<file path="config.mk">
export PLATFORM = sky130hd
export DESIGN_NAME = psrc_tally
export DESIGN_NICKNAME = d
export VERILOG_FILES = /design/src/rtl/psrc_pkg.sv /design/src/rtl/psrc_tally.sv
export SDC_FILE = /design/constraint.sdc
export NUM_CORES = 1
export LEC_CHECK = 0
export ABC_AREA = 1
export BUFFER_PORTS_ARGS = -buffer_cell sky130_fd_sc_hd__buf_4
export CAP_MARGIN = 25
export CELL_PAD_IN_SITES_DETAIL_PLACEMENT = 1
export CELL_PAD_IN_SITES_GLOBAL_PLACEMENT = 2
export CORE_ASPECT_RATIO = 1.1
export CORE_MARGIN = 2
export CORE_UTILIZATION = 29
export CTS_BUF_LIST = sky130_fd_sc_hd__clkbuf_4
export DETAILED_ROUTE_END_ITERATION = 7
export PLACE_DENSITY = 0.82
export SYNTH_ARGS = -nofsm -noshare
export SYNTH_HDL_FRONTEND = slang
export SYNTH_SLANG_ARGS = --single-unit
</file>
<file path="constraint.sdc">
create_clock -name clock -period 2.6 [get_ports clock]
set_input_delay 0.78 -clock clock [delete_from_list [all_inputs] [get_ports clock]]
set_output_delay 0.78 -clock clock [all_outputs]
set_load 0.02 [all_outputs]
</file>
<file path="src/rtl/psrc_pkg.sv">
// psrc_pkg: shared types and constants for the pair sum range counter
// used by psrc_cell, psrc_tally and pair_sum_range_count_unit; no dependencies
package psrc_pkg;

   localparam int ValueWidth = 32;
   localparam int CountWidth = 15;
   localparam logic [CountWidth-1:0] CountMax = 15'h7fff;

   // register indexes on the csr port
   localparam logic [0:0] CsrLowerBound = 1'b0;
   localparam logic [0:0] CsrUpperBound = 1'b1;

   // one item travelling down the chain of cells
   typedef struct packed {
      logic                         valid;
      logic                         last;
      logic                         store;   // still looking for a free cell
      logic                         drop;    // store was full at entry
      logic signed [ValueWidth-1:0] value;
      logic [CountWidth-1:0]        count;   // pairs found so far for this item
   } token_type;

   // sum window shared by every cell
   typedef struct packed {
      logic signed [ValueWidth-1:0] lower;
      logic signed [ValueWidth-1:0] upper;
      logic                         reversed;
   } bounds_type;

endpackage

</file>
<file path="src/rtl/psrc_tally.sv">
// psrc_tally: sums per-item pair counts leaving the chain and holds the result
// depends on psrc_pkg (token_type, CountMax)
module psrc_tally (
   input  logic                                clock,
   input  logic                                reset,
   input  logic                                adv,
   input  psrc_pkg::token_type                 tok_i,
   input  logic                                rsp_ready,
   output logic                                rsp_valid,
   output logic [psrc_pkg::CountWidth-1:0]     rsp_count,
   output logic                                rsp_overflow
);

   logic [psrc_pkg::CountWidth-1:0] acc_ff, acc_in;
   logic                            dropped_ff, dropped_in;
   logic                            valid_ff, valid_in;
   logic [psrc_pkg::CountWidth-1:0] count_ff, count_in;
   logic                            ovf_ff, ovf_in;
   logic [psrc_pkg::CountWidth:0]   wide_sum;
   logic [psrc_pkg::CountWidth-1:0] sat_sum;

   always_comb begin
      wide_sum = {1'b0, acc_ff} + {1'b0, tok_i.count};
      sat_sum  = wide_sum[psrc_pkg::CountWidth] ? psrc_pkg::CountMax
                                                 : wide_sum[psrc_pkg::CountWidth-1:0];
      acc_in     = acc_ff;
      dropped_in = dropped_ff;
      valid_in   = valid_ff && !rsp_ready;
      count_in   = count_ff;
      ovf_in     = ovf_ff;
      if (adv && tok_i.valid) begin
         if (tok_i.last) begin
            valid_in   = 1'b1;
            count_in   = sat_sum;
            ovf_in     = dropped_ff || tok_i.drop;
            acc_in     = '0;
            dropped_in = 1'b0;
         end else begin
            acc_in     = sat_sum;
            dropped_in = dropped_ff || tok_i.drop;
         end
      end
   end

   always_ff @(posedge clock) begin
      if (reset) begin
         acc_ff     <= '0;
         dropped_ff <= 1'b0;
         valid_ff   <= 1'b0;
      end else begin
         acc_ff     <= acc_in;
         dropped_ff <= dropped_in;
         valid_ff   <= valid_in;
      end
   end

   always_ff @(posedge clock) begin
      count_ff <= count_in;
      ovf_ff   <= ovf_in;
   end

   assign rsp_valid    = valid_ff;
   assign rsp_count    = count_ff;
   assign rsp_overflow = ovf_ff;

endmodule

</file>
# Word-level counts from Yosys, hierarchy flattened
# Cells that the tools add are included.
[op_classes] add_sub_neg=1 mul=0 n_div=0 order_cmp=0 eq_ne=0 n_shift=0 muxes=5 n_bitwise=0 n_reduce_logical=5
[ops] cell="$mux 15" n=2
[ops] cell="$add 15x15->16" n=1
[ops] cell="$mux 1" n=3
[ops] cell="$logic_and 1x1->1" n=2
[ops] cell="$reduce_and 2->1" n=1
[ops] cell="$logic_not 1->1" n=1
[ops] cell="$logic_or 1x1->1" n=1
[word_totals] regBits=33 latchBits=0 ramBits=0 romBits=0 output_inout_bits=17 elab_cells=16 n_memories=0

# Logic depth before layout (Yosys ltp)
[logic_depth] depth_word=4 depth_mapped=12 mapped_depth_nobuf=12

# Worst setup path after synthesis
# Ideal clock, no wire load.
[synth_path] kind="input to register" startpoint="in tok_i[0] in the netlist's numbering" endpoint="reg count_ff (netlist bit rsp_count[10]), data pin" setup_ps=265 arrival_ps=1962 required_time_ps=2335 path_slack_ps=373 cell_stages=10 path_cell_list="ha_1 fa_1 nand2_1 nand2_1 nand3_1 nand2_1 nand2_1 nand2_1 nand2_1 nand3_4"
[synth_between] elab_chain_cells=2
[synth_lines] item="start, declared" line_no="psrc_tally.sv:7" text="input psrc_pkg::token_type tok_i,"
[synth_lines] item="$add 15x15->16" line_no="psrc_tally.sv:23" text="wide_sum = {1'b0, acc_ff} + {1'b0, tok_i.count};"
[synth_lines] item="$mux 15" line_no="psrc_tally.sv:24" text="sat_sum = wide_sum[psrc_pkg::CountWidth] ? psrc_pkg::CountMax"
[synth_lines] item="via sat_sum, one bit" line_no="psrc_tally.sv:20" text="logic [psrc_pkg::CountWidth-1:0] sat_sum;"
[synth_lines] item="end signal, assigned" line_no="psrc_tally.sv:58" text="count_ff <= count_in;"
[synth_lines] item="end, declared" line_no="psrc_tally.sv:17" text="logic [psrc_pkg::CountWidth-1:0] count_ff, count_in;"
# The timed path passes the listed nets, and every way through them passes these cells.
# A chain may end at the register's enable or synchronous reset.

# Worst setup path in the final report
[layout_path] startpoint="in tok_i[0] in the netlist's numbering" endpoint="reg count_ff (netlist bit rsp_count[14]), data pin"
# Same word-level chain as after synthesis.

==> impl_metrics.toml <==
[status]
status = "completed"

[drt]
drt_iter0_drc = 41
vias = 2002
wirelength_um = 5830
post_drt_wl_per_cell_um = 12.9
drc_errors = 0
vias_per_cell = 4.43
drtPass1Iterations = 4
antenna_left = 0

[timing]
hold_slack_ns = 0.477
hold_violations = 0
finalClockSkew_ns = 0.0133
worst_pin_slew_ns = 0.283
period_needed_ns = 2.25
slew-limit-headroom_pct = 81.1
drv_slew = 0
setup_viol = 0
maxClockFrequency_mhz = 444
rsz0062_at_grt = "no"
period_share_pct = 86.6

[placement]
port_buffers = 38
dp.cells = 444
gp_congestion = 0.790
dp_hpwl_um = 4660

[clocking]
cts_hold_buffers = 0
cts_tree = "built"
cts_buffers = 5
htreeDepth = 2
cts_setup_buffers = 0
clkLatencyLatePin_ns = 0.35
cts_sinks = 33
clockBufferDepth = 2
path_clk_slew_ns = 0.11
ctsResizeCount = 0
cts-root-buf = "clkbuf_4"

[critical_path]
cp_slowest_cell = "fa_1"
endpoint_kind = "flop"
r2r_start = "acc_ff[0]"
ff2ff_path_depth = 10
critPathMaxStageDelay_ns = 0.41
cpMostUsedCell = "nand2_1"
reg2reg_slack_ns = 0.58
worstPathArrival_ns = 2.32
path_cells = "buf_4, ha_1, fa_1, nand2_1, nand2_1, nand3_1, nand2_1, nand2_1, nand2_1, nand2_1, nand3_1"
cp_num_cells = 11
reg2reg_to = "rsp_count[14]"
cp.required_ns = 2.67
critical-path-top-delay-family = "simple AND/OR/NAND/NOR gates"
crit_buf_inv = 1
cp-start-kind = "input port"
endpoint = "rsp_count[14]"
path_class = "in2reg"
crit_fanout = 3
setup.worst_path.start = "tok_i[0]"

[synth]
synth_warnings = 0
netlist-cell-type-count = 26
synth_area_leaders = "edfxtp_1, nand2_1, dfxtp_1, ha_1, inv_1"
yosysSeqAreaShare_pct = 35.6
synth_nets = 366
syn_avg_cell_area_um2 = 7.82
async_reset_ff_share_pct = 0
synth_edf_count = 16
synth-main-ff-cell = "dfxtp_1"
netlist_instances = 295
synth_top_area_share_pct = 20.8
ys_seq_elements = 33
yosysTopAreaCell = "edfxtp_1"
syn_area_um2 = 2310

[floorplanning]
rows = 34
die_h_um = 97.6
io_pins = 72
start_util_pct = 29.5
fp.coreArea_um2 = 7830
die_area_um2 = 8690
die_w_um = 89.0

[grt]
grt_max_degree = 18
grt_usage_pct = 14.5
grt_antenna_before_repair = 0
grt_pass1_wl_um = 9820
gr-total-overflow = 0
grt_pass1_vias = 2119

[min_path]
hold_class = "reg2reg"

[finish]
fillers = 1019
layout.nets = 414
drive_gt1_share_pct = 29.1
final_common_cell = "nand2_1"
n_antenna_cell = 0
area_growth_syn_to_layout_pct = 21.7
stdcell_count = 452
final_cell_mix = "nand2_1, inv_1, buf_4"

[pwr]
peakVddDrop_uv = 132
power_density_nw_per_um2 = 415
p_leak_uw = 0.00139

[run]
cap_violations = 0
[synthesized netlist by cell type, types with 3 or more instances]
cell	count
edfxtp_1	16
or2_2	4
nand4_1	3
dfxtp_1	17
nor2_1	14
nand2_1	91
nand3_1	15
nand2_4	5
a21oi_1	12
inv_1	48
inv_2	3
xor2_1	4
nand3_4	6
a21oi_2	13
ha_1	15
nand2_2	15
o21ai_0	3
[sequential cells by signal, summed over array words and instances (netlist names)]
signal / count
rsp_count: 15
acc_ff: 15
rsp_valid: 1
rsp_overflow: 1
dropped_ff: 1
[routing by layer]
metal | routed length [um] | track usage [%] | vias up
li1 | - | - | 1020
met1 | 2620 | 17.5 | 935
met2 | 2860 | 25.3 | 35
met3 | 186 | 2.55 | 12
met4 | 157 | 5.05 | 0
met5 | 0 | 0 | -
[worst reg2reg max path: cells and delay by family (launching register included)]
family | cells | cell delay, ns
adders and majority gates | 2 | 0.63
DFF | 1 | 0.33
and+or+nand+nor | 8 | 0.79
[cells by family after synthesis]
| kind of cell | synth area share (%) |
|---|---|
| DFF | 35.6 |
| xor gates and xnor gates | 1.52 |
| adders and majority gates | 9.00 |
| and+or+nand+nor | 34.9 |
| buffers and inverters | 10.1 |
| AOI/OAI and AO/OA | 8.89 |
[power by group]
part / internal [uW] / total [uW] / switching [uW]
clock: 97.8 / 287 / 189
sequential: 572 / 580 / 8.49
combinational: 124 / 299 / 176
total: 793 / 1170 / 373
[worst min path at each step]
stage | startpoint | endpoint | slack [ns] | depth (start not counted)
2_1_floorplan | dropped_ff | dropped_ff | 0.44 | 2
3_3_place_gp | dropped_ff | dropped_ff | 0.45 | 2
3_5_place_dp | acc_ff[14] | acc_ff[14] | 0.47 | 2
4_1_cts | acc_ff[14] | acc_ff[14] | 0.48 | 2
5_1_grt | dropped_ff | dropped_ff | 0.50 | 2
6_report | acc_ff[14] | acc_ff[14] | 0.48 | 2
[area by class of cell]
| type | count | area [um2] | area share, % |
|---|---|---|---|
| sequential | 33 | 821 | 29.2 |
| tap | 108 | 135 | 4.81 |
| timing repair buffer | 46 | 358 | 12.7 |
| clock buffer | 5 | 37.5 | 1.34 |
| clock inverter | 3 | 12.5 | 0.446 |
| inverter | 51 | 191 | 6.82 |
| multi-input combinational | 206 | 1250 | 44.6 |
[per-stage QoR]
step	cell area, um2	power [uW]	setup slack [ns]	util, %	TNS [ns]
finish	2810	1170	0.349	35.9	0
global route	2810	1240	0.234	35.9	0
CTS	2810	1190	0.357	35.9	0
detailed placement	2760	897	-0.0173	35.2	-0.0178
global placement	2760	890	0.0494	35.2	0
floorplan	2310	801	0.373	-	0
Power figures use the tool's default switching activity.
