===== config.mk =====
export PLATFORM = sky130hd
export DESIGN_NAME = psrc_cell
export DESIGN_NICKNAME = d
export VERILOG_FILES = /design/src/rtl/psrc_pkg.sv /design/src/rtl/psrc_cell.sv
export SDC_FILE = /design/constraint.sdc
export NUM_CORES = 1
export LEC_CHECK = 0
export BUFFER_PORTS_ARGS = -buffer_cell sky130_fd_sc_hd__buf_2
export CORE_MARGIN = 2
export CORE_UTILIZATION = 40
export CTS_CLUSTER_SIZE = 14
export DETAILED_ROUTE_END_ITERATION = 16
export PLACE_DENSITY_LB_ADDON = 0.2
export SYNTH_ARGS = -nofsm -noshare
export SYNTH_HDL_FRONTEND = slang
export SYNTH_SLANG_ARGS = --single-unit

===== constraint.sdc =====
create_clock -name clock -period 7 [get_ports clock]
set_input_delay 1.05 -clock clock [delete_from_list [all_inputs] [get_ports clock]]
set_output_delay 1.05 -clock clock [all_outputs]
set_load 0.01 [all_outputs]

===== src/rtl/psrc_pkg.sv =====
// psrc_pkg: shared types and constants for the pair sum range counter
// used by psrc_cell, psrc_tally and pair_sum_range_count_unit; no dependencies
package psrc_pkg;

   localparam int ValueWidth = 32;
   localparam int CountWidth = 15;
   localparam logic [CountWidth-1:0] CountMax = 15'h7fff;

   // register indexes on the csr port
   localparam logic [0:0] CsrLowerBound = 1'b0;
   localparam logic [0:0] CsrUpperBound = 1'b1;

   // one item travelling down the chain of cells
   typedef struct packed {
      logic                         valid;
      logic                         last;
      logic                         store;   // still looking for a free cell
      logic                         drop;    // store was full at entry
      logic signed [ValueWidth-1:0] value;
      logic [CountWidth-1:0]        count;   // pairs found so far for this item
   } token_type;

   // sum window shared by every cell
   typedef struct packed {
      logic signed [ValueWidth-1:0] lower;
      logic signed [ValueWidth-1:0] upper;
      logic                         reversed;
   } bounds_type;

endpackage


===== src/rtl/psrc_cell.sv =====
// psrc_cell: one stage of the compare chain, holds one stored value
// depends on psrc_pkg (token_type, bounds_type)
module psrc_cell (
   input  logic                  clock,
   input  logic                  reset,
   input  logic                  adv,
   input  psrc_pkg::bounds_type  bounds,
   input  psrc_pkg::token_type   tok_i,
   output psrc_pkg::token_type   tok_o
);

   logic                                   occ_ff, occ_in;
   logic signed [psrc_pkg::ValueWidth-1:0] value_ff, value_in;
   psrc_pkg::token_type                    tok_ff, tok_in;

   logic signed [psrc_pkg::ValueWidth:0] sum;
   logic signed [psrc_pkg::ValueWidth:0] lower_ext;
   logic signed [psrc_pkg::ValueWidth:0] upper_ext;
   logic ge_lo, le_hi, in_window, hit, take;

   always_comb begin
      // exact 33-bit pair sum, no wrap
      sum       = {value_ff[psrc_pkg::ValueWidth-1], value_ff}
                + {tok_i.value[psrc_pkg::ValueWidth-1], tok_i.value};
      lower_ext = {bounds.lower[psrc_pkg::ValueWidth-1], bounds.lower};
      upper_ext = {bounds.upper[psrc_pkg::ValueWidth-1], bounds.upper};
      ge_lo     = sum >= lower_ext;
      le_hi     = sum <= upper_ext;
      // reversed window counts the open gap between the bounds
      in_window = bounds.reversed ? (!ge_lo && !le_hi) : (ge_lo && le_hi);
      hit       = tok_i.valid && occ_ff && !tok_i.drop && in_window;
      take      = tok_i.valid && tok_i.store && !occ_ff;

      tok_in       = tok_i;
      tok_in.count = tok_i.count + psrc_pkg::CountWidth'(hit);
      tok_in.store = tok_i.store && occ_ff;

      value_in = take ? tok_i.value : value_ff;
      if (tok_i.valid && tok_i.last) begin
         occ_in = 1'b0;   // end of set empties the chain behind it
      end else if (take) begin
         occ_in = 1'b1;
      end else begin
         occ_in = occ_ff;
      end
   end

   always_ff @(posedge clock) begin
      if (reset) begin
         occ_ff <= 1'b0;
         tok_ff <= '0;
      end else if (adv) begin
         occ_ff <= occ_in;
         tok_ff <= tok_in;
      end
   end

   always_ff @(posedge clock) begin
      if (adv) begin
         value_ff <= value_in;
      end
   end

   assign tok_o = tok_ff;

endmodule


## Word-level counts from Yosys, hierarchy flattened

Index checks and enable logic that the tools add are counted.

- Register bits: 84
- Input port bits: 119
- Output and inout port bits: 51
- Word-level logic and storage cells: 31

- Add/subtract/negate cells: 2
- Magnitude comparators: 2
- Multiplexer cells: 3
- Reduce and logical (&&, ||, !) cells: 16

Operators with widths:

| operator | number |
|---|---|
| $add 32x32->33 | 1 |
| $ge 33x32->1 | 1 |
| $le 33x32->1 | 1 |
| $add 15x1->15 | 1 |
| $logic_and 1x1->1 | 9 |
| $logic_not 1->1 | 4 |
| $reduce_and 2->1 | 2 |
| $mux 1 | 3 |
| $reduce_bool 2->1 | 1 |

## Depth between registers and ports, before layout

- Depth after elaboration: 7
- Mapped depth: 32
- Mapped depth without buffers: 32

## Worst setup path after synthesis

OpenSTA, ideal clock, no wires.

- Kind: input to register
- Start: in tok_i[31] (netlist bit)
- End: reg tok_ff (netlist bit tok_o[14])
- Arrival: 6.136 ns
- Required time: 6.914 ns
- Path slack: 0.778 ns
- Cell stages on the path: 28
- Buffers on the path: 0
- Cells stage by stage: ha_1 -> a21o_1 -> a21o_1 -> a21o_1 -> a2111oi_4 -> a31oi_2 -> nand2_1 -> nand2b_1 -> a21oi_1 -> xnor2_1 -> ha_1 -> nand4_1 -> nor4_2 -> a21oi_1 -> a2111oi_0 -> a211oi_1 -> or4_1 -> mux2i_1 -> ha_1 -> ha_1 -> nand3_1 -> nor2_1 -> and3_1 -> and3_1 -> nand3_1 -> nor2_1 -> xnor2_1 -> a211oi_1

- Cells in the longest elaborated chain, start to end: 7
- Elaborated cells on any way between the ends: 10
- Those cells by class: 2 x add/sub; 2 x order compare; 1 x mux; 5 x reduce/logical

RTL lines:

| what | line | RTL |
|---|---|---|
| start: declaration | psrc_cell.sv:8 | `input psrc_pkg::token_type tok_i,` |
| $add 32x32->33 (*) | psrc_cell.sv:24 | `+ {tok_i.value[psrc_pkg::ValueWidth-1], tok_i.value};` |
| $ge 33x32->1 / $le 33x32->1 (equally long branches) | psrc_cell.sv:27, psrc_cell.sv:28 |  |
| $logic_not 1->1 | psrc_cell.sv:30 | `in_window = bounds.reversed ? (!ge_lo && !le_hi) : (ge_lo && le_hi);` |
| $logic_and 1x1->1 | psrc_cell.sv:30 |  |
| $mux 1 (*) | psrc_cell.sv:30 |  |
| $logic_and 1x1->1 (*) | psrc_cell.sv:31 | `hit = tok_i.valid && occ_ff && !tok_i.drop && in_window;` |
| $add 15x1->15 (*) | psrc_cell.sv:35 | `tok_in.count = tok_i.count + psrc_pkg::CountWidth'(hit);` |
| end signal: assignment | psrc_cell.sv:54 | `tok_ff <= tok_in;` |
| end: declaration | psrc_cell.sv:14 | `psrc_pkg::token_type tok_ff, tok_in;` |

Mark *: on every way between the ends. The rest lies on a longest branch, timed or not.
A chain may end at the register's enable or synchronous reset.

## Worst setup path in the final report

- Start: in tok_i[15] (netlist bit)
- End: reg tok_ff (netlist bit tok_o[13])

The elaborated chain is that of the path after synthesis.

==> impl_metrics.csv <==
group,metric,value,unit
run_status,status,"finished, final reports clean",
global_routing,grt_overflow,0,
global_routing,grt_pass1_vias,5065,
floorplanning,die_h,129.2,µm
timing,hold_violations,0,
timing,worst_slew_pin_slew,1035,ps
drt,ant_nets,0,
timing,finalCriticalPeriod,6563,ps
cells_and_area,multi_input_area,3974,µm²
synthesis,synth_top_family_by_area,"adder cells",
cells_and_area,final_common_cell,"buf_2",
drt,wl_per_cell,14.46,µm
cells_and_area,final-seq-area,2002,µm²
place,dpl.hpwl,12370,µm
power,p_leak,3.982,nW
drt,wl,15580,µm
clock_network,postCtsHoldBufs,0,
floorplanning,io_pins,170,
worst_hold_path,min_path_type,"flop to flop",
place,gp_congestion,0.8804,
clock_network,cts.clk_slew.worst_paths,70,ps
synthesis,syn-cell-area,6271,µm²
place,io_buffers,169,
synthesis,synth_fa_ha_area_share,20.27,%
timing,finalCritPeriodShare,93.75,%
drt,avgViaCountPerCell,4.934,
synthesis,synth_compound_area_share,17.00,%
synthesis,yosysSeqAreaShare,31.92,%
cells_and_area,most-common-layout-cells,"buf_2 (168), ha_1 (99), nor2_1 (78), inv_1 (73), dfxtp_1 (52)",
global_routing,gr-usage-all-layers,18.73,%
global_routing,antenna_found_initial,0,
cells_and_area,syn2layout_area_growth,23.46,%
timing,slew_viol_final,0,
drt,vias,5319,
power,power_density,184.8,nW/µm²
clock_network,clock_path_buffers,2,
synthesis,post_synth.cell_area_avg,9.141,µm²
clock_network,numCtsBuffers,9,
floorplanning,die_x,129.2,µm
worst_setup_path,cp-end-kind,"flop",
clock_network,htreeDepth,3,
drt,firstDrtPassIters,4,
place,dpl.cell_count,1062,
synthesis,synth_edf_count,32,
clock_network,cts_root_buf,"clkbuf_16",
worst_setup_path,path_class,"input port to flop",
cells_and_area,fillers,1504,
worst_setup_path,crit_path_top_delay_cell,"or4b_1",
synthesis,syn_nets,906,
floorplanning,dieArea,16700,µm²
worst_setup_path,cp_data_required_time,7250,ps
worst_setup_path,worst-path-max-fanout,5,
global_routing,grt_pass1_wl,24510,µm
timing,setup_viol,0,
synthesis,ys_ff_latch,84,
cells_and_area,postLayoutCoreUtil,50.74,%
synthesis,ys.warnings.count,0,
worst_setup_path,slowest_delay,510,ps
cells_and_area,n_antenna_cell,0,
global_routing,grt_max_degree,69,
worst_setup_path,cp.arrival,6820,ps
clock_network,clock_sinks,84,
timing,finalClockSkew,11.05,ps
power,vdd_ir_drop_max,112.7,µV
drt,drt_iter0_drc,190,
worst_setup_path,ff2ff_setup_slack,930,ps
synthesis,synthMuxAreaShare,6.225,%
worst_setup_path,cp-start-kind,"input port",
clock_network,clock_latency,340,ps
synthesis,synth.distinct_cells,57,
place,pre_cts_slack,-31.44,ps
synthesis,synth_xor_area_share,5.587,%
floorplanning,start_util,41.10,%
timing,max_slew_margin,30.99,%
synthesis,netlist_instances,686,
run,drv_cap,0,
worst_setup_path,crit_top_cell,"and3_1",
timing,fin_ws,437.5,ps
cells_and_area,drive_above_1_share,25.14,%
synthesis,synth-main-ff-cell,"dfxtp_1",
cells_and_area,stdcell_count,1078,
drt,drcViolationCount,0,
power,total_power,1.431,mW
synthesis,synth-simple-area-share,13.57,%
timing,max_freq,0.1524,GHz
floorplanning,row_count,45,
cells_and_area,finalNetCount,1082,
clock_network,cts_tree,"done",
floorplanning,core-area,15260,µm²
synthesis,synthArstFlopShare,0,%
cell type report:
class | instances | share of cell area (%)
clock buffer | 10 | 3.087
clock inverter | 6 | 0.5656
inverter | 73 | 3.539
multi-input combinational | 512 | 51.33
sequential | 84 | 25.86
tap | 211 | 3.410
timing repair buffer | 182 | 12.22
repair_timing:
item	4_1_cts	5_1_grt
endpoints found under the hold margin	0	0
setup endpoints to repair	0	4
setup buffers	0	0
gates resized for setup	0	8
state kept, by name, summed over array words and instances (netlist names):
name and cells:
occ_ff 1, tok_o 51, value_ff 32
path summary, 6_finish.rpt:
check | from | end | cells past startpoint
min reg2reg | tok_o[48] | tok_o[48] | 2
max | tok_i[15] | tok_o[13] | 31
min | tok_o[48] | tok_o[48] | 2
max reg2reg | value_ff[0] | tok_o[13] | 30
per-layer routing:
metal	wire [µm]	up-vias	global-route usage, %	share of wire, %
met5	0	-	0	0
met4	212	0	4.987	1.4
met3	675	12	3.592	4.3
met2	6854	118	30.68	44
met1	7841	2383	25.40	50
li1	-	2806	-	-
per-stage QoR:
stage / area [µm²] / hold slack, ps / TNS, ps
floorplan: 6271 / 489.8 / 0
global placement: 7422 / 454.5 / 0
detailed placement: 7422 / 467.6 / -40.30
CTS: 7705 / 478.7 / 0
global route: 7742 / 507.7 / -10.45
finish: 7742 / 480.8 / 0
worst max-delay path: cells and delay by family:
family / cells / cell delay [ps]
buf+inv: 2 / 150
compound gates: 9 / 1580
mux: 1 / 320
xor+xnor: 1 / 140
fa+ha+maj: 4 / 950
simple gates: 14 / 2630
where the power goes:
group	internal, mW	switching [mW]
clock network	0.253	0.208
registers	0.532	0.0100
logic	0.195	0.233
total	0.980	0.451
logic make-up after synthesis:
kind of cell / count (synthesis)
and+or+nand+nor: 176
AOI/OAI and AO/OA: 156
adders and majority gates: 101
buffers and inverters: 90
DFF: 84
xor gates and xnor gates: 40
muxes: 39
synth_stat cells (2+ instances only):
| cell type | number | area [µm²] |
|---|---|---|
| o211ai_1 | 3 | 22.52 |
| nand3_1 | 14 | 70.07 |
| or3_1 | 2 | 12.51 |
| ha_1 | 100 | 1251 |
| and4_1 | 3 | 26.28 |
| a21oi_2 | 2 | 17.52 |
| dfxtp_1 | 52 | 1041 |
| nor2_1 | 80 | 300.3 |
| nor2b_1 | 8 | 50.05 |
| a21oi_1 | 43 | 215.2 |
| a2111oi_0 | 2 | 17.52 |
| nand2b_1 | 8 | 50.05 |
| xnor2_1 | 31 | 271.5 |
| o21bai_1 | 4 | 30.03 |
| nor3_1 | 4 | 20.02 |
| nand2_1 | 21 | 78.83 |
| inv_1 | 73 | 274.0 |
| a211oi_1 | 15 | 112.6 |
| or4_1 | 2 | 15.01 |
| edfxtp_1 | 32 | 960.9 |
| xor2_1 | 9 | 78.83 |
| o21ai_2 | 2 | 17.52 |
| nand4_1 | 18 | 112.6 |
| o21ai_1 | 3 | 15.01 |
| o21a_1 | 4 | 30.03 |
| o21ai_0 | 16 | 80.08 |
| buf_2 | 2 | 10.01 |
| or2_2 | 2 | 12.51 |
| mux2i_1 | 39 | 390.4 |
| and3_1 | 7 | 43.79 |
| buf_1 | 4 | 15.01 |
| a21o_1 | 41 | 307.8 |
| clkbuf_1 | 11 | 41.29 |
| a31oi_1 | 6 | 37.54 |
(Power assumes the default switching activity.)
